### src/rtl/core/edus_pkg.sv
`default_nettype none

package edus_pkg;

  localparam int unsigned PriceWidth = 40;
  localparam int unsigned TimeWidth  = 48;

  typedef logic [PriceWidth-1:0] price_t;
  typedef logic [TimeWidth-1:0]  stamp_t;

  // request opcodes
  localparam logic OP_SAMPLE = 1'b0;
  localparam logic OP_FLUSH  = 1'b1;

  typedef struct packed {
    logic   op;
    price_t price;
    stamp_t timestamp;
  } sample_t;

  typedef struct packed {
    price_t start_price;
    stamp_t start_time;
    price_t end_price;
    stamp_t end_time;
    logic   is_final;
  } seg_t;

endpackage

`default_nettype wire

### src/rtl/core/edus_if.sv
`default_nettype none

interface edus_in_if import edus_pkg::*; ();
  logic   valid;
  logic   ready;
  logic   op;
  price_t price;
  stamp_t timestamp;

  modport source (output valid, output op, output price, output timestamp, input ready);
  modport sink   (input valid, input op, input price, input timestamp, output ready);
endinterface

interface edus_out_if import edus_pkg::*; ();
  logic   valid;
  logic   ready;
  price_t start_price;
  stamp_t start_time;
  price_t end_price;
  stamp_t end_time;
  logic   is_final;

  modport source (output valid, output start_price, output start_time, output end_price,
                  output end_time, output is_final, input ready);
  modport sink   (input valid, input start_price, input start_time, input end_price,
                  input end_time, input is_final, output ready);
endinterface

`default_nettype wire

### src/rtl/core/edus_in_reg.sv
`default_nettype none

module edus_in_reg import edus_pkg::*; (
  input  wire logic    clk,
  input  wire logic    rst,
  input  wire logic    in_valid,
  output logic         in_ready,
  input  wire sample_t in_data,
  input  wire logic    advance,
  output logic         valid,
  output sample_t      data
);

  logic accept;

  assign in_ready = !valid || advance;
  assign accept   = in_valid && in_ready;

  always_ff @(posedge clk) begin
    if (rst) begin
      valid <= 1'b0;
    end else if (accept) begin
      valid <= 1'b1;
    end else if (advance) begin
      valid <= 1'b0;
    end
  end

  always_ff @(posedge clk) begin
    if (accept) begin
      data <= in_data;
    end
  end

endmodule

`default_nettype wire

### src/rtl/core/edus_core.sv
`default_nettype none

module edus_core import edus_pkg::*; (
  input  wire logic    clk,
  input  wire logic    rst,
  input  wire price_t  epsilon,
  input  wire logic    fire,
  input  wire sample_t item,
  output logic         emit,
  output seg_t         seg
);

  logic   have_start;
  price_t seg_start_price;
  stamp_t seg_start_time;
  price_t turn_price;
  stamp_t turn_time;
  price_t last_price;
  stamp_t last_time;

  logic   have_start_next;
  price_t seg_start_price_next;
  stamp_t seg_start_time_next;
  price_t turn_price_next;
  stamp_t turn_time_next;
  price_t last_price_next;
  stamp_t last_time_next;

  logic   extend;
  price_t delta;

  assign extend = ((turn_price >= seg_start_price) && (item.price > turn_price)) ||
                  ((turn_price <= seg_start_price) && (item.price < turn_price));
  assign delta  = (item.price > turn_price) ? item.price - turn_price
                                            : turn_price - item.price;

  always_comb begin
    have_start_next      = have_start;
    seg_start_price_next = seg_start_price;
    seg_start_time_next  = seg_start_time;
    turn_price_next      = turn_price;
    turn_time_next       = turn_time;
    last_price_next      = last_price;
    last_time_next       = last_time;
    emit                 = 1'b0;
    seg.start_price      = seg_start_price;
    seg.start_time       = seg_start_time;
    seg.end_price        = turn_price;
    seg.end_time         = turn_time;
    seg.is_final         = 1'b0;

    case (item.op)
      OP_FLUSH: begin
        emit                 = have_start && (last_time > seg_start_time);
        seg.end_price        = last_price;
        seg.end_time         = last_time;
        seg.is_final         = 1'b1;
        have_start_next      = 1'b0;
        seg_start_price_next = '0;
        seg_start_time_next  = '0;
        turn_price_next      = '0;
        turn_time_next       = '0;
        last_price_next      = '0;
        last_time_next       = '0;
      end
      OP_SAMPLE: begin
        last_price_next = item.price;
        last_time_next  = item.timestamp;
        if (!have_start) begin
          have_start_next      = 1'b1;
          seg_start_price_next = item.price;
          seg_start_time_next  = item.timestamp;
          turn_price_next      = item.price;
          turn_time_next       = item.timestamp;
        end else if (item.price == turn_price) begin
          // flat against the turning point
        end else if (extend) begin
          turn_price_next = item.price;
          turn_time_next  = item.timestamp;
        end else if (delta > epsilon) begin
          // reversal closes the segment, turning point becomes new start
          emit                 = 1'b1;
          seg_start_price_next = turn_price;
          seg_start_time_next  = turn_time;
        end
      end
      default: begin
        emit = 1'b0;
      end
    endcase
  end

  always_ff @(posedge clk) begin
    if (rst) begin
      have_start      <= 1'b0;
      seg_start_price <= '0;
      seg_start_time  <= '0;
      turn_price      <= '0;
      turn_time       <= '0;
      last_price      <= '0;
      last_time       <= '0;
    end else if (fire) begin
      have_start      <= have_start_next;
      seg_start_price <= seg_start_price_next;
      seg_start_time  <= seg_start_time_next;
      turn_price      <= turn_price_next;
      turn_time       <= turn_time_next;
      last_price      <= last_price_next;
      last_time       <= last_time_next;
    end
  end

endmodule

`default_nettype wire

### src/rtl/core/edus_out_reg.sv
`default_nettype none

module edus_out_reg import edus_pkg::*; (
  input  wire logic clk,
  input  wire logic rst,
  input  wire logic fire,
  input  wire logic emit,
  input  wire seg_t seg_in,
  output logic      free,
  output logic      valid,
  input  wire logic ready,
  output seg_t      data
);

  assign free = !valid || ready;

  always_ff @(posedge clk) begin
    if (rst) begin
      valid <= 1'b0;
    end else if (free) begin
      valid <= fire && emit;
    end
  end

  always_ff @(posedge clk) begin
    if (free && fire && emit) begin
      data <= seg_in;
    end
  end

endmodule

`default_nettype wire

### src/rtl/core/epsilon_drawupdown_segmenter.sv
// epsilon draw-up / draw-down segmenter
//
// samples: request channel of price ticks (op = sample) and end-of-stream
//   flush markers (op = flush); price and timestamp are ignored on a flush
// segments: one request per closed segment, start point to turning point,
//   or start point to last sample on a flush (is_final set)
// cfg_we / cfg_wdata: writes the 40-bit reversal threshold epsilon
//
// pipeline: a request is registered at the input register and decided
//   against the segment state once the result register can take it; a
//   segment it closes is loaded into the result register and shows up on
//   the segment channel from there
// throughput: one request per cycle while the result register is free; the
//   state update is one compare/subtract path from input to result register
// stall: the result register holds while segments.ready is low; samples
//   keep flowing only while the result register is empty or being taken
// reset (rst, synchronous): clears the segment state, both pipeline valids
//   and epsilon
`default_nettype none

module epsilon_drawupdown_segmenter import edus_pkg::*; (
  input  wire logic   clk,
  input  wire logic   rst,
  edus_in_if.sink     samples,
  edus_out_if.source  segments,
  input  wire logic   cfg_we,
  input  wire price_t cfg_wdata
);

  price_t  epsilon;
  sample_t in_data;
  sample_t item;
  logic    item_valid;
  logic    free;
  logic    fire;
  logic    emit;
  seg_t    seg;
  seg_t    seg_q;

  // threshold register, written by the user only while the block is idle; not enforced
  always_ff @(posedge clk) begin
    if (rst) begin
      epsilon <= '0;
    end else if (cfg_we) begin
      epsilon <= cfg_wdata;
    end
  end

  assign in_data.op        = samples.op;
  assign in_data.price     = samples.price;
  assign in_data.timestamp = samples.timestamp;

  // the registered request is processed once the result slot can take it
  assign fire = item_valid && free;

  edus_in_reg u_in_reg (
    .clk      (clk),
    .rst      (rst),
    .in_valid (samples.valid),
    .in_ready (samples.ready),
    .in_data  (in_data),
    .advance  (free),
    .valid    (item_valid),
    .data     (item)
  );

  edus_core u_core (
    .clk     (clk),
    .rst     (rst),
    .epsilon (epsilon),
    .fire    (fire),
    .item    (item),
    .emit    (emit),
    .seg     (seg)
  );

  edus_out_reg u_out_reg (
    .clk    (clk),
    .rst    (rst),
    .fire   (fire),
    .emit   (emit),
    .seg_in (seg),
    .free   (free),
    .valid  (segments.valid),
    .ready  (segments.ready),
    .data   (seg_q)
  );

  assign segments.start_price = seg_q.start_price;
  assign segments.start_time  = seg_q.start_time;
  assign segments.end_price   = seg_q.end_price;
  assign segments.end_time    = seg_q.end_time;
  assign segments.is_final    = seg_q.is_final;

endmodule

`default_nettype wire

### src/flat_wrapper.sv
// flat-port wrapper written by rule: the top's interface ports become plain ports
module epsilon_drawupdown_segmenter_flat import edus_pkg::*;
  (clk, rst, cfg_we, cfg_wdata, samples_valid, samples_op, samples_price, samples_timestamp, samples_ready, segments_valid, segments_start_price, segments_start_time, segments_end_price, segments_end_time, segments_is_final, segments_ready);
  edus_in_if samples_i ();
  edus_out_if segments_i ();
  input  wire logic clk;
  input  wire logic rst;
  input  wire logic cfg_we;
  input  wire price_t cfg_wdata;
  input wire logic [$bits(samples_i.valid)-1:0] samples_valid;
  input wire logic [$bits(samples_i.op)-1:0] samples_op;
  input wire logic [$bits(samples_i.price)-1:0] samples_price;
  input wire logic [$bits(samples_i.timestamp)-1:0] samples_timestamp;
  output wire logic [$bits(samples_i.ready)-1:0] samples_ready;
  output wire logic [$bits(segments_i.valid)-1:0] segments_valid;
  output wire logic [$bits(segments_i.start_price)-1:0] segments_start_price;
  output wire logic [$bits(segments_i.start_time)-1:0] segments_start_time;
  output wire logic [$bits(segments_i.end_price)-1:0] segments_end_price;
  output wire logic [$bits(segments_i.end_time)-1:0] segments_end_time;
  output wire logic [$bits(segments_i.is_final)-1:0] segments_is_final;
  input wire logic [$bits(segments_i.ready)-1:0] segments_ready;
  assign samples_i.valid = samples_valid;
  assign samples_i.op = samples_op;
  assign samples_i.price = samples_price;
  assign samples_i.timestamp = samples_timestamp;
  assign samples_ready = samples_i.ready;
  assign segments_valid = segments_i.valid;
  assign segments_start_price = segments_i.start_price;
  assign segments_start_time = segments_i.start_time;
  assign segments_end_price = segments_i.end_price;
  assign segments_end_time = segments_i.end_time;
  assign segments_is_final = segments_i.is_final;
  assign segments_i.ready = segments_ready;
  epsilon_drawupdown_segmenter u_core (.clk(clk), .rst(rst), .samples(samples_i), .segments(segments_i), .cfg_we(cfg_we), .cfg_wdata(cfg_wdata));
endmodule
### config.mk
export PLATFORM = sky130hd
export DESIGN_NAME = epsilon_drawupdown_segmenter_flat
export DESIGN_NICKNAME = d
export VERILOG_FILES = /design/src/rtl/core/edus_pkg.sv /design/src/rtl/core/edus_if.sv /design/src/rtl/core/edus_in_reg.sv /design/src/rtl/core/edus_core.sv /design/src/rtl/core/edus_out_reg.sv /design/src/rtl/core/epsilon_drawupdown_segmenter.sv /design/src/flat_wrapper.sv
export SDC_FILE = /design/constraint.sdc
export NUM_CORES = 1
export LEC_CHECK = 0
export BUFFER_PORTS_ARGS = -buffer_cell sky130_fd_sc_hd__clkbuf_2
export CAP_MARGIN = 10
export CORE_ASPECT_RATIO = 1.2
export CORE_UTILIZATION = 45
export CTS_BUF_LIST = sky130_fd_sc_hd__clkbuf_8
export CTS_CLUSTER_SIZE = 30
export DETAILED_ROUTE_END_ITERATION = 8
export MAX_ROUTING_LAYER = met4
export PLACE_DENSITY = 0.63
export SYNTH_ARGS = -nofsm -noshare
export SYNTH_HDL_FRONTEND = slang
export SYNTH_HIERARCHICAL = 1
export SYNTH_SLANG_ARGS = --single-unit
### constraint.sdc
create_clock -name clk -period 16.8 [get_ports clk]
set_input_delay 2.52 -clock clk [delete_from_list [all_inputs] [get_ports clk]]
set_output_delay 2.52 -clock clk [all_outputs]
set_load 0.1 [all_outputs]
==> impl_metrics.csv <==
group,metric,value,unit
sta,finalWorstSetupSlack,8.370,ns
clocking,clk_path_buf_depth,3,
hold_path,hold_class,"reg2reg",
routing,viasPerCell,5.542,
yosys,ys_seq_area_share,46.33,%
sta,slew_headroom,21.32,%
clocking,cts.sinks,573,
routing,vias,24070,
hold_path,hold_depth,0,
setup_path,crit_type,"reg2reg",
yosys,synth-seq-cells,573,
finish,fill_cells,6203,
sta,finalCritPeriodShare,50.18,%
setup_path,required,17.14,ns
clocking,clk_latency,0.74,ns
yosys,synth.largest_area_cell,"edfxtp_1",
sta,final.min_clock_period,8.430,ns
sta,finalHoldViolCount,0,
routing,met1_length,40100,um
global_route,grt_pass1_vias,23740,
clocking,holdBufCountCts,0,
floorplanning,ios,313,
clocking,cts_made_buffers,97,
routing,drt_iter0_drc,1597,
power_and_ir_drop,p_per_area,106.2,nW/um2
sta,rsz0062_at_grt,"no",
clocking,cts_setup_buffers,0,
yosys,synth_edf_count,266,
run_status,status,"complete, no violations",
global_route,overflow,0,
placed_design,io_buffers,312,
yosys,async_reset_ff_share,0,%
yosys,syn-mean-instance-area,9.803,um2
yosys,syn_area,30510,um2
routing,drt-wirelength-per-cell,21.54,um
setup_path,timing.rr.start,"u_core/u_in_reg/data[53]$_DFFE_PP_",
sta,fmaxAchievable,118.6,MHz
setup_path,worstPathMaxFanout,68,
finish,area_delta_synth_final,13.23,%
yosys,synth_area_leaders,"edfxtp_1, dfxtp_1, ha_1, mux2i_1, a21oi_1",
sta,slew_violations,0,
routing,dr_wl_met2,44220,um
power_and_ir_drop,ir_drop,68.48,uV
placed_design,dp_slack,8.455,ns
floorplanning,initial_utilization,45.52,%
routing,wirelength,93580,um
floorplanning,die_h,287.2,um
setup_path,r2r_end,"u_core/u_out_reg/data[148]$_DFFE_PP_",
finish,drive_gt1_share,17.79,%
yosys,yosys_warnings,6,
sta,setup_viol,0,
yosys,synth_cell_types,80,
placed_design,hpwlAfterDp,65030,um
yosys,postSynthCellCount,3112,
routing,dr.pass1.iters,6,
global_route,grt_use_total,27.83,%
yosys,synth_ff_type,"dfxtp_1",
routing,routed-wl-met3,6400,um
global_route,grt_max_degree,168,
clocking,cts_root_buf,"clkbuf_8",
job,drv_cap,0,
floorplanning,die_x,239.7,um
clocking,cts_resized,0,
setup_path,crit_arrival,8.77,ns
sta,tightest_slew,1.150,ns
yosys,synth.top_cell.area_share,26.18,%
routing,drc,0,
setup_path,rr_worst_depth,22,
routing,highest_layer,"met4",
clocking,clk_pin_slew_worst_paths,0.06,ns
yosys,synthesis.nets,3455,
global_route,antenna_found_initial,3,
clocking,cts_tree,"done",
power_and_ir_drop,p_leak,14.10,nW
hold_path,whs_endpoint,"u_core/u_out_reg/data[134]$_DFFE_PP_",
sta,fin_setup_tns,0,ns
clocking,cts_max_level,3,
setup_path,r2r_slack,8.37,ns
finish,nNetsFinal,3698,
setup_path,cp-start-kind,"flop",
floorplanning,dieArea,68840,um2
global_route,grt_pass1_wl,142100,um
hold_path,worstHoldStart,"u_core/u_core/seg_start_time[45]$_SDFFE_PP0P_",
floorplanning,placementRows,104,
sta,skew,0.04749,ns
routing,ant_nets,0,
setup_path,critical_path.endpoint_type,"flop",
placed_design,gp_congestion,1.057,
floorplanning,core-area,67010,um2
-- cells in the final DEF, fill, tap and decap left out, types with 10 or more instances in the layout --
cell type / count
xor2_1: 14
nand2b_1: 99
ha_1: 207
o21a_1: 10
nor3_1: 19
nand2_1: 278
clkbuf_8: 112
clkinv_2: 11
mux2i_1: 183
nor2b_1: 57
a21o_1: 73
edfxtp_1: 266
xnor2_1: 21
nand3_1: 108
inv_1: 260
and2_1: 11
buf_4: 22
o211ai_1: 11
o21bai_1: 24
clkbuf_2: 311
dfxtp_1: 306
or3_1: 43
clkinv_1: 13
mux2_2: 105
nand4_1: 51
o21ai_0: 214
a211oi_1: 12
a21oi_1: 284
nor2_1: 138
a211o_1: 42
and3_1: 10
-- logic make-up after synthesis --
kind of cell,after synthesis,synth area share (%)
flip-flops,573,46.33
adder cells (fa/ha/maj),209,8.621
AO/OA/AOI/OAI,743,14.68
XOR/XNOR,35,1.005
AND/OR/NAND/NOR,846,13.59
buffers and inverters,418,5.894
multiplexers,288,9.880
-- how the worst max path moves through the flow --
stage	cells past startpoint	slack (ns)	startpoint	to
3_5_place_dp	22	8.46	u_core/u_in_reg/data[53]$_DFFE_PP_	u_core/u_out_reg/data[67]$_DFFE_PP_
6_report	22	8.37	u_core/u_in_reg/data[53]$_DFFE_PP_	u_core/u_out_reg/data[148]$_DFFE_PP_
3_3_place_gp	25	8.61	u_core/u_in_reg/data[48]$_DFFE_PP_	u_core/u_out_reg/data[65]$_DFFE_PP_
2_1_floorplan	23	9.35	u_core/u_in_reg/data[48]$_DFFE_PP_	u_core/u_out_reg/data[0]$_DFFE_PP_
4_1_cts	22	8.44	u_core/u_in_reg/data[53]$_DFFE_PP_	u_core/u_out_reg/data[138]$_DFFE_PP_
5_1_grt	22	7.79	u_core/u_in_reg/data[56]$_DFFE_PP_	u_core/u_out_reg/data[138]$_DFFE_PP_
-- per-stage QoR --
step / utilization, % / hold WS [ns] / instances / instance area (um2) / total power [W]
floorplan: - / 0.4312 / 3112 / 30510 / 0.002150
global placement: 48.51 / 0.4463 / 4157 / 32510 / 0.002386
detailed placement: 48.51 / 0.4496 / 4157 / 32510 / 0.002384
CTS: 51.53 / 0.4575 / 4341 / 34540 / 0.003701
global route: 51.55 / 0.4833 / 4344 / 34540 / 0.003845
finish: 51.55 / 0.4632 / 4344 / 34540 / 0.003668
-- Yosys cell counts (3+ instances only) --
| cell type | instances |
|---|---|
| a211o_1 | 42 |
| a21oi_2 | 4 |
| and3_1 | 10 |
| nand2b_1 | 99 |
| ha_1 | 207 |
| a221oi_1 | 6 |
| dfxtp_1 | 307 |
| nand4b_1 | 3 |
| o21ai_0 | 214 |
| and2_1 | 13 |
| edfxtp_1 | 266 |
| nor2b_1 | 57 |
| buf_12 | 4 |
| nand2_1 | 279 |
| mux2_2 | 105 |
| nand3_1 | 108 |
| a21o_1 | 73 |
| or3_1 | 43 |
| xnor2_1 | 21 |
| a21boi_0 | 4 |
| o211ai_1 | 11 |
| clkbuf_1 | 119 |
| o21bai_1 | 24 |
| a21oi_1 | 284 |
| nor3_1 | 19 |
| o31ai_1 | 4 |
| a31oi_1 | 8 |
| o21a_1 | 10 |
| buf_4 | 18 |
| nor4_1 | 8 |
| nor2_1 | 139 |
| buf_1 | 10 |
| buf_2 | 34 |
| a311oi_1 | 3 |
| mux2i_1 | 183 |
| o2111ai_1 | 7 |
| inv_1 | 226 |
| nand4_1 | 51 |
| or2_2 | 3 |
| xor2_1 | 14 |
| o22ai_1 | 5 |
| a211oi_1 | 12 |
| buf_6 | 4 |
-- final cells by class --
class	instances	area [um2]	share of cell area, %
Clock inverter	72	485.5	1.405
Timing Repair Buffer	336	1777	5.143
Inverter	226	848.3	2.456
Multi-Input combinational cell	2121	14620	42.32
Tap cell	901	1127	3.264
Sequential cell	573	14140	40.93
Antenna cell	3	7.507	0.02173
Clock buffer	112	1541	4.462
-- registers in the layout, summed over array words and instances, names as in the netlist --
register and flops:
u_core/u_out_reg/data 177, u_core/epsilon 40, u_core/u_out_reg/valid 1, u_core/u_core/turn_price 40, u_core/u_core/have_start 1, u_core/u_core/last_time 48, u_core/u_in_reg/data 89, u_core/u_core/last_price 40
u_core/u_in_reg/valid 1, u_core/u_core/seg_start_time 48, u_core/u_core/seg_start_price 40, u_core/u_core/turn_time 48
-- metal layers --
| layer | track usage (%) | vias up |
|---|---|---|
| li1 | - | 11530 |
| met1 | 35.06 | 11530 |
| met2 | 44.46 | 846 |
| met3 | 5.138 | 163 |
| met4 | 10.02 | 0 |
| met5 | - | - |
-- power by group --
part | internal, W | switching [W] | leakage [nW] | total, W
sequential | 0.00153 | 0.0000464 | 5.02 | 0.00157
combinational | 0.000272 | 0.000518 | 7.92 | 0.000791
clock | 0.000694 | 0.000612 | 1.17 | 0.00131
-- critical path, cell delays in order, from the launching register on --
cell and delay (ns):
edfxtp_1 0.35, inv_1 0.09, ha_1 0.57, nand4_1 0.24, nor3_1 0.50, and2_1 0.26
nand4_1 0.52, nand2_1 0.60, buf_4 0.36, nor2_1 0.08, a311oi_1 0.46, xnor2_1 0.18
ha_1 0.32, nand4_1 0.14, nor4_1 0.41, nand2_1 0.13, o211ai_1 0.33, o2111ai_1 0.34
o22ai_1 0.29, nand2_2 0.11, nor2b_4 0.12, buf_4 0.67, buf_4 0.87
No activity file was read; power rests on OpenSTA's default activity.
